--- config.mk ---
export PLATFORM = sky130hd
export DESIGN_NAME = data_stack_with_roll
export DESIGN_NICKNAME = d
export VERILOG_FILES = /design/src/design/dswr_pkg.sv /design/src/design/dswr_alu.sv /design/src/design/dswr_ram.sv /design/src/design/data_stack_with_roll.sv
export VERILOG_INCLUDE_DIRS = /design/src /design/src/design
export SDC_FILE = /design/constraint.sdc
export NUM_CORES = 2
export LEC_CHECK = 0
export BUFFER_PORTS_ARGS = -buffer_cell sky130_fd_sc_hd__buf_4
export CAP_MARGIN = 15
export CORE_ASPECT_RATIO = 1.5
export CORE_MARGIN = 5
export CORE_UTILIZATION = 30
export CTS_CLUSTER_DIAMETER = 50
export CTS_CLUSTER_SIZE = 12
export DETAILED_ROUTE_END_ITERATION = 6
export PLACE_DENSITY = 0.47
export SYNTH_ARGS = -nofsm -noshare
export SYNTH_HDL_FRONTEND = slang
export SYNTH_SLANG_ARGS = --single-unit
--- constraint.sdc ---
create_clock -name clk -period 9.5 [get_ports clk]
set_clock_uncertainty 0.05 [all_clocks]
set_input_delay 0.475 -clock clk [delete_from_list [all_inputs] [get_ports clk]]
set_output_delay 0.475 -clock clk [all_outputs]
set_load 0.02 [all_outputs]
--- src/design/data_stack_with_roll_defines.svh ---
// Assertion helpers used by the file that checks the stack's own logic.
`ifndef DATA_STACK_WITH_ROLL_DEFINES_SVH
`define DATA_STACK_WITH_ROLL_DEFINES_SVH

// Same-cycle implication, switched off while reset is asserted.
`define DSWR_ASSERT_IMP(lbl, clk, rstn, ante, cons) \
  lbl: assert property (@(posedge clk) disable iff (!(rstn)) (ante) |-> (cons)) \
    else $error("data stack: same-cycle check failed");

// Next-cycle implication, switched off while reset is asserted.
`define DSWR_ASSERT_NXT(lbl, clk, rstn, ante, cons) \
  lbl: assert property (@(posedge clk) disable iff (!(rstn)) (ante) |=> (cons)) \
    else $error("data stack: next-cycle check failed");

`endif

--- src/design/dswr_pkg.sv ---
`timescale 1ns / 1ps

package dswr_pkg;

  localparam int DATA_W  = 32;
  localparam int OP_W    = 3;
  localparam int POS_W   = 6;
  localparam int ST_W    = 2;
  localparam int DEPTH_W = 6;

  typedef logic [DATA_W-1:0] word_t;

  localparam logic [OP_W-1:0] OP_PUSH  = 3'd0;
  localparam logic [OP_W-1:0] OP_POP   = 3'd1;
  localparam logic [OP_W-1:0] OP_SWAP  = 3'd2;
  localparam logic [OP_W-1:0] OP_ROLL  = 3'd3;
  localparam logic [OP_W-1:0] OP_ADD   = 3'd4;
  localparam logic [OP_W-1:0] OP_PRINT = 3'd5;

  localparam logic [ST_W-1:0] ST_OK    = 2'd0;
  localparam logic [ST_W-1:0] ST_UNDER = 2'd1;
  localparam logic [ST_W-1:0] ST_OVER  = 2'd2;
  localparam logic [ST_W-1:0] ST_ROLL  = 2'd3;

  typedef enum logic {
    ALU_ADD,
    ALU_SUB
  } alu_op_t;

  typedef struct packed {
    alu_op_t op;
    word_t   a;
    word_t   b;
  } alu_req_t;

endpackage

--- src/design/dswr_alu.sv ---
`timescale 1ns / 1ps

// Shared adder/subtractor used for both word sums and index stepping.
module dswr_alu (
  input  dswr_pkg::alu_req_t req,
  output dswr_pkg::word_t    res
);
  import dswr_pkg::*;

  always_comb begin
    case (req.op)
      ALU_ADD: res = req.a + req.b;
      ALU_SUB: res = req.a - req.b;
      default: res = req.a + req.b;
    endcase
  end

endmodule

--- src/design/dswr_ram.sv ---
`timescale 1ns / 1ps

// Stack storage: one write port, one read port with registered data.
module dswr_ram #(
  parameter int DEPTH = 32,
  parameter int AW    = 5
) (
  input  logic              clk,
  input  logic              we,
  input  logic [AW-1:0]     waddr,
  input  dswr_pkg::word_t   wdata,
  input  logic [AW-1:0]     raddr,
  output dswr_pkg::word_t   rdata
);
  import dswr_pkg::*;

  word_t mem [DEPTH];

  always_ff @(posedge clk) begin
    if (we) begin
      mem[waddr] <= wdata;
    end
    rdata <= mem[raddr];
  end

endmodule

--- src/design/data_stack_with_roll.sv ---
// Bounded stack of signed 32-bit words, driven one operation per input beat.
// Input channel (in_valid/in_ready) carries op, value and position; output
// channel (out_valid/out_ready) carries data, status, depth_now and last.
// Every operation yields one result beat, except print, which yields one beat
// per element from top to bottom (one beat with data zero on an empty stack),
// with last marking the final beat of the item.
// Operations are run by a small sequencer around one shared adder and a
// single-port-read stack memory whose read data is registered, so each step
// waits for its read. Roll and swap move each word below the old top up one
// place, reading it in one state and writing it in the next. The block takes
// one item at a time, but a finished result sits in the output register, so
// the next item is accepted while it waits. If the receiver stalls, the
// sequencer holds in its result or print state until the output register is
// free; nothing is lost. Synchronous reset empties the stack and drops any
// pending result; the memory itself is not cleared.
`timescale 1ns / 1ps
`include "data_stack_with_roll_defines.svh"

module data_stack_with_roll #(
  parameter int STACK_DEPTH = 32
) (
  input  logic                                clk,
  input  logic                                rst_n,
  input  logic                                in_valid,
  output logic                                in_ready,
  input  logic [dswr_pkg::OP_W-1:0]           in_op,
  input  logic signed [dswr_pkg::DATA_W-1:0]  in_value,
  input  logic [dswr_pkg::POS_W-1:0]          in_position,
  output logic                                out_valid,
  input  logic                                out_ready,
  output logic signed [dswr_pkg::DATA_W-1:0]  out_data,
  output logic [dswr_pkg::ST_W-1:0]           out_status,
  output logic [dswr_pkg::DEPTH_W-1:0]        out_depth_now,
  output logic                                out_last
);
  import dswr_pkg::*;

  // Index width covers the entries; the count must also hold the capacity.
  localparam int IDX_W = $clog2(STACK_DEPTH);
  localparam int CNT_W = $clog2(STACK_DEPTH + 1);
  localparam int CMP_W = (CNT_W > POS_W) ? CNT_W : POS_W;

  typedef enum logic [3:0] {
    S_IDLE,
    S_EXEC,
    S_ROLL_T,
    S_ROLL_SAVE,
    S_ROLL_RD,
    S_ROLL_WR,
    S_ADD_B,
    S_ADD_S,
    S_PR_EMIT,
    S_RDTOP,
    S_RES
  } state_t;

  state_t              state_r, state_nxt;
  logic [CNT_W-1:0]    cnt_r, cnt_nxt;
  logic [OP_W-1:0]     op_r, op_nxt;
  word_t               val_r, val_nxt;
  logic [POS_W-1:0]    pos_r, pos_nxt;
  logic [ST_W-1:0]     st_r, st_nxt;
  logic [IDX_W-1:0]    idx_r, idx_nxt;
  logic [IDX_W-1:0]    dst_r, dst_nxt;
  word_t               tmp_r, tmp_nxt;

  logic                out_valid_r, out_valid_nxt;
  word_t               out_data_r, out_data_nxt;
  logic [ST_W-1:0]     out_status_r, out_status_nxt;
  logic [DEPTH_W-1:0]  out_depth_r, out_depth_nxt;
  logic                out_last_r, out_last_nxt;
  logic                out_load;
  logic                slot_free;

  alu_req_t            alu_req;
  word_t               alu_res;

  logic                ram_we;
  logic [IDX_W-1:0]    ram_waddr;
  word_t               ram_wdata;
  logic [IDX_W-1:0]    ram_raddr;
  word_t               ram_rdata;

  logic [POS_W-1:0]    pos_eff;
  logic [CMP_W-1:0]    cnt_cmp;
  logic [CMP_W-1:0]    pos_cmp;
  logic                full;
  logic                empty;
  logic                below_two;

  dswr_alu u_alu (
    .req (alu_req),
    .res (alu_res)
  );

  dswr_ram #(
    .DEPTH (STACK_DEPTH),
    .AW    (IDX_W)
  ) u_ram (
    .clk   (clk),
    .we    (ram_we),
    .waddr (ram_waddr),
    .wdata (ram_wdata),
    .raddr (ram_raddr),
    .rdata (ram_rdata)
  );

  // Swap is a roll to the second position.
  assign pos_eff   = (op_r == OP_SWAP) ? POS_W'(2) : pos_r;
  assign cnt_cmp   = CMP_W'(cnt_r);
  assign pos_cmp   = CMP_W'(pos_eff);
  assign full      = (cnt_r == CNT_W'(STACK_DEPTH));
  assign empty     = (cnt_r == '0);
  assign below_two = (cnt_r < CNT_W'(2));
  assign slot_free = !out_valid_r || out_ready;

  assign in_ready      = (state_r == S_IDLE);
  assign out_valid     = out_valid_r;
  assign out_data      = $signed(out_data_r);
  assign out_status    = out_status_r;
  assign out_depth_now = out_depth_r;
  assign out_last      = out_last_r;

  always_comb begin
    state_nxt      = state_r;
    cnt_nxt        = cnt_r;
    op_nxt         = op_r;
    val_nxt        = val_r;
    pos_nxt        = pos_r;
    st_nxt         = st_r;
    idx_nxt        = idx_r;
    dst_nxt        = dst_r;
    tmp_nxt        = tmp_r;
    out_load       = 1'b0;
    out_data_nxt   = out_data_r;
    out_status_nxt = out_status_r;
    out_depth_nxt  = out_depth_r;
    out_last_nxt   = out_last_r;
    alu_req        = '{op: ALU_SUB, a: DATA_W'(cnt_r), b: DATA_W'(1)};
    ram_we         = 1'b0;
    ram_waddr      = idx_r;
    ram_wdata      = tmp_r;
    ram_raddr      = idx_r;

    case (state_r)
      S_IDLE: begin
        if (in_valid) begin
          op_nxt    = in_op;
          val_nxt   = $unsigned(in_value);
          pos_nxt   = in_position;
          state_nxt = S_EXEC;
        end
      end

      S_EXEC: begin
        st_nxt    = ST_OK;
        state_nxt = S_RDTOP;
        case (op_r)
          OP_PUSH: begin
            if (full) begin
              st_nxt = ST_OVER;
            end else begin
              ram_we    = 1'b1;
              ram_waddr = cnt_r[IDX_W-1:0];
              ram_wdata = val_r;
              alu_req   = '{op: ALU_ADD, a: DATA_W'(cnt_r), b: DATA_W'(1)};
              cnt_nxt   = alu_res[CNT_W-1:0];
            end
          end
          OP_POP: begin
            if (empty) begin
              st_nxt = ST_UNDER;
            end else begin
              cnt_nxt = alu_res[CNT_W-1:0];
            end
          end
          OP_SWAP, OP_ROLL: begin
            if (op_r == OP_SWAP && below_two) begin
              st_nxt = ST_UNDER;
            end else if (pos_cmp <= CMP_W'(1)) begin
              st_nxt = ST_OK;
            end else if (pos_cmp > cnt_cmp) begin
              st_nxt = ST_ROLL;
            end else begin
              // Destination index of the old top word.
              alu_req   = '{op: ALU_SUB, a: DATA_W'(cnt_r), b: DATA_W'(pos_eff)};
              dst_nxt   = alu_res[IDX_W-1:0];
              state_nxt = S_ROLL_T;
            end
          end
          OP_ADD: begin
            if (below_two) begin
              st_nxt = ST_UNDER;
            end else begin
              ram_raddr = alu_res[IDX_W-1:0];
              idx_nxt   = alu_res[IDX_W-1:0];
              state_nxt = S_ADD_B;
            end
          end
          OP_PRINT: begin
            if (!empty) begin
              ram_raddr = alu_res[IDX_W-1:0];
              idx_nxt   = alu_res[IDX_W-1:0];
              state_nxt = S_PR_EMIT;
            end
          end
          default: begin
            st_nxt = ST_OK;
          end
        endcase
      end

      S_ROLL_T: begin
        ram_raddr = alu_res[IDX_W-1:0];
        idx_nxt   = alu_res[IDX_W-1:0];
        state_nxt = S_ROLL_SAVE;
      end

      S_ROLL_SAVE: begin
        tmp_nxt   = ram_rdata;
        state_nxt = S_ROLL_RD;
      end

      S_ROLL_RD: begin
        if (idx_r == dst_r) begin
          ram_we    = 1'b1;
          ram_waddr = dst_r;
          ram_wdata = tmp_r;
          state_nxt = S_RDTOP;
        end else begin
          alu_req   = '{op: ALU_SUB, a: DATA_W'(idx_r), b: DATA_W'(1)};
          ram_raddr = alu_res[IDX_W-1:0];
          state_nxt = S_ROLL_WR;
        end
      end

      S_ROLL_WR: begin
        // The word below moves up one place.
        ram_we    = 1'b1;
        ram_waddr = idx_r;
        ram_wdata = ram_rdata;
        alu_req   = '{op: ALU_SUB, a: DATA_W'(idx_r), b: DATA_W'(1)};
        idx_nxt   = alu_res[IDX_W-1:0];
        state_nxt = S_ROLL_RD;
      end

      S_ADD_B: begin
        tmp_nxt   = ram_rdata;
        alu_req   = '{op: ALU_SUB, a: DATA_W'(idx_r), b: DATA_W'(1)};
        ram_raddr = alu_res[IDX_W-1:0];
        idx_nxt   = alu_res[IDX_W-1:0];
        cnt_nxt   = CNT_W'(idx_r);
        state_nxt = S_ADD_S;
      end

      S_ADD_S: begin
        alu_req   = '{op: ALU_ADD, a: tmp_r, b: ram_rdata};
        ram_we    = 1'b1;
        ram_waddr = idx_r;
        ram_wdata = alu_res;
        state_nxt = S_RDTOP;
      end

      S_PR_EMIT: begin
        if (slot_free) begin
          out_load       = 1'b1;
          out_data_nxt   = ram_rdata;
          out_status_nxt = ST_OK;
          out_depth_nxt  = cnt_cmp[DEPTH_W-1:0];
          out_last_nxt   = (idx_r == '0);
          if (idx_r == '0) begin
            state_nxt = S_IDLE;
          end else begin
            alu_req   = '{op: ALU_SUB, a: DATA_W'(idx_r), b: DATA_W'(1)};
            ram_raddr = alu_res[IDX_W-1:0];
            idx_nxt   = alu_res[IDX_W-1:0];
          end
        end
      end

      S_RDTOP: begin
        ram_raddr = alu_res[IDX_W-1:0];
        state_nxt = S_RES;
      end

      S_RES: begin
        // Keep the read address so the top word stays on the read port.
        ram_raddr = alu_res[IDX_W-1:0];
        if (slot_free) begin
          out_load       = 1'b1;
          out_data_nxt   = empty ? '0 : ram_rdata;
          out_status_nxt = st_r;
          out_depth_nxt  = cnt_cmp[DEPTH_W-1:0];
          out_last_nxt   = 1'b1;
          state_nxt      = S_IDLE;
        end
      end

      default: begin
        state_nxt = S_IDLE;
      end
    endcase

    if (out_load) begin
      out_valid_nxt = 1'b1;
    end else if (out_ready) begin
      out_valid_nxt = 1'b0;
    end else begin
      out_valid_nxt = out_valid_r;
    end
  end

  // Payload registers carry no reset; control state and the output valid do.
  always_ff @(posedge clk) begin
    op_r         <= op_nxt;
    val_r        <= val_nxt;
    pos_r        <= pos_nxt;
    st_r         <= st_nxt;
    idx_r        <= idx_nxt;
    dst_r        <= dst_nxt;
    tmp_r        <= tmp_nxt;
    out_data_r   <= out_data_nxt;
    out_status_r <= out_status_nxt;
    out_depth_r  <= out_depth_nxt;
    out_last_r   <= out_last_nxt;
    if (!rst_n) begin
      state_r     <= S_IDLE;
      cnt_r       <= '0;
      out_valid_r <= 1'b0;
    end else begin
      state_r     <= state_nxt;
      cnt_r       <= cnt_nxt;
      out_valid_r <= out_valid_nxt;
    end
  end

  // The element count never exceeds the capacity.
  `DSWR_ASSERT_IMP(a_cnt_bound, clk, rst_n, 1'b1, cnt_r <= CNT_W'(STACK_DEPTH))

  // A new result is only loaded when the previous beat has gone or is going.
  `DSWR_ASSERT_IMP(a_no_overwrite, clk, rst_n, out_load && out_valid_r, out_ready)

  // Only the final beat of an item can carry an error status.
  `DSWR_ASSERT_IMP(a_mid_beat_ok, clk, rst_n, out_valid_r && !out_last_r,
                   out_status_r == ST_OK)

  // The count moves by at most one per cycle.
  `DSWR_ASSERT_NXT(a_cnt_step, clk, rst_n, 1'b1,
                   !$past(rst_n) || (cnt_r == $past(cnt_r)) ||
                   (cnt_r == $past(cnt_r) + 1'b1) || (cnt_r == $past(cnt_r) - 1'b1))

endmodule
==> metrics.txt <==
status completed; Clock Tree Buf Depth 3; Worst-Skew Late Latency 0.73 ns; final setup vio count 0; RSZ-0062 raised after global routing false; Min-Delay Path Depth 3; r2r endpoint u_ram.mem[14][28]; Non-Filler Instances 5747; Worst path slowest cell or3b_1; max-slew violation count 0; power density cells 331 mW/mm^2; initial antenna violation count 2; hold path startpoint rst_n; cell area after placement 0.0531 mm^2; Synth Register Bits 1193; Initial Util 30.1%; max-capacitance violation count 0; post-route ant nets 0; main area contributors after synthesis edfxtp_1, mux2i_1, a32oi_1; CP endpoint kind flip-flop; WS Path Type reg -> reg; fraction of registers with async set/reset 0%; CTS root buf clkbuf_16; post-detail-place hpwl 89900 um; GRT Overall Usage 16.9%; EDFF count, synth 1150; Via density 5.27; TritonCTS clock tree yes; worst-margin pin slew 1.22 ns; launch point of the worst reg-to-reg path op_r[2]; maximum operating frequency 125 MHz; post-synthesis sequential area ratio 72.0%; num rows 182; fin crit share 84.4%; H-tree Lvls 3; I/O Buffers 87; Cell Count Post-Placement 5518; clock sink count 1193; chip width 341 um; Cells after Synth 3397; Synthesis Warnings 0; 1st-pass router iterations 6; drt wl/cell 26.2 um; worst slack at placement 1.25 ns; Placer Congestion 0.891; Hold Crit Class in -> reg; I/O Pins 88; crit start category flip-flop; vias in the first global route 30400; Setup TNS 0 ns; area leader, netlist edfxtp_1; Main synth FF type edfxtp_1; crit path time final 8.02 ns; Area Growth Syn to Fin 15.6%; Core Region 0.164 mm^2; Synth top cells by count edfxtp_1, nand2_1, mux2i_1, a32oi_1, nor2_1; CP max stage delay 0.60 ns; final worst setup slack 1.48 ns; final wirelength 151000 um; total power 18.8 mW; post-synthesis cell area 0.0492 mm^2; Synthesized Nets 3482; VDD IR-drop max 0.000319 V; Vias 30300; nets@finish 3648; cell area after layout 0.0568 mm^2; post-CTS setup buffer count 0; largest net degree at the start of global routing 111; Fillers 15700; drt initial violations 2455; Die Y 506 um; hold endpoint out_valid; internal reg-to-reg setup slack 1.48 ns; worst path required time 9.89 ns; Core Util, Final 34.7%; top-area cell type share of the netlist area 70.3%; first-pass GRT wire length 216000 um; grt total ovfl 0; cell with the most instances after synthesis edfxtp_1; WP data arrival 8.41 ns; layout cell share with drive strength beyond 1 12.1%; die footprint 0.172 mm^2; Hold Slack 0.155 ns; Final Hold Viols 0; R2R cell count 30; CTS Buf Count 112; Reg clk slew, reported paths 0.07 ns; leakage 18.9 nW; Unique masters post-synth 83; syn avg cell area 14.5 um^2; Worst Path Max Fanout 19; DRC viols 0; Slew HR 18.2%; post_cts resized 0
==> sequential cells by signal, summed over array words and instances, names as in the netlist, 3 cells and up <==
name and flops:
cnt_cmp 6, out_depth_now 6, val_r 32, pos_r 6, dst_r 5, out_data 32, op_r 3, tmp_r 32
idx_r 5, u_ram.mem 1024, state_r 4, u_ram.rdata 32
==> timing repair <==
item                                   in CTS  in global routing
hold buffers                               41                  0
setup endpoints to repair                   0                  0
endpoints found under the hold margin      41                  0
==> final cells by class <==
cell class / count / area (um^2) / area share (%)
well taps: 2116 / 2650 / 4.66
inverters: 31 / 116 / 0.205
repair buffers: 242 / 2070 / 3.65
clock buffers: 167 / 3080 / 5.42
multi-input cells: 1983 / 13400 / 23.5
clock inverters: 12 / 120 / 0.211
diodes: 3 / 7.51 / 0.0132
flip-flops and latches: 1193 / 35400 / 62.3
==> layer usage <==
| layer | vias to the layer above | part of all wire [%] | track usage (%) |
|---|---|---|---|
| li1 | 13600 | - | - |
| met1 | 15600 | 39 | 20.0 |
| met2 | 852 | 54 | 32.0 |
| met3 | 214 | 4.1 | 1.86 |
| met4 | 0 | 2.8 | 5.15 |
| met5 | - | 0 | 0 |
==> power breakdown <==
group / leakage, nW / switching [mW] / total [mW] / internal (mW)
Combinational: 6.61 / 5.37 / 7.73 / 2.36
Sequential: 10.8 / 0.351 / 6.93 / 6.58
Clock: 1.54 / 1.92 / 4.14 / 2.22
Total: 18.9 / 7.64 / 18.8 / 11.2
==> critical path, delay by kind of cell (launching register included) <==
kind	cells	cell delay [ns]
adder cells (fa/ha/maj)	3	0.76
flip-flops	1	0.54
AO/OA/AOI/OAI	11	3.05
buffers and inverters	4	0.77
AND/OR/NAND/NOR	11	2.43
multiplexers	1	0.11
==> layout by cell type, fill, tap and decap left out, types with 8 or more instances in the layout <==
cell	instances
or4_1	8
buf_4	189
ha_1	39
nor3_1	28
a221o_1	12
and3_1	8
xor2_1	18
nand2_1	602
dlygate4sd3_1	41
a32oi_1	260
nand2b_1	24
edfxtp_1	1150
or3_1	15
and2_1	30
clkbuf_1	50
nand4_1	71
a21oi_1	58
nor3b_1	12
nor2_4	50
xnor2_1	17
dfxtp_1	43
a311o_1	8
nor2b_1	43
nor2_1	119
a211oi_1	11
a31oi_1	15
a222oi_1	26
nand3_1	28
inv_1	30
mux2i_1	267
clkbuf_16	114
o21ai_0	41
o21ai_2	19
o211ai_1	11
a21o_1	16
==> how the worst max path moves through the flow <==
stage                                   end  slack [ns]  cells past startpoint    start
after floorplan            u_ram.mem[0][31]        1.95                     27  op_r[1]
after global placement     u_ram.mem[1][29]        1.33                     27  op_r[2]
after detailed placement  u_ram.mem[27][28]        1.25                     29  op_r[2]
after CTS                 u_ram.mem[25][28]        1.18                     29  op_r[2]
after global routing      u_ram.mem[24][31]        0.99                     29  op_r[2]
final                     u_ram.mem[14][28]        1.48                     30  op_r[2]
==> cells by family after synthesis <==
logic type,Yosys count,share of synthesized area [%]
flops,1193,72.0
fa+ha+maj,40,1.03
buf+inv,221,1.94
simple gates,1078,9.83
xor+xnor,35,0.624
compound gates,561,9.08
mux,269,5.48
(Power assumes the default switching activity.)
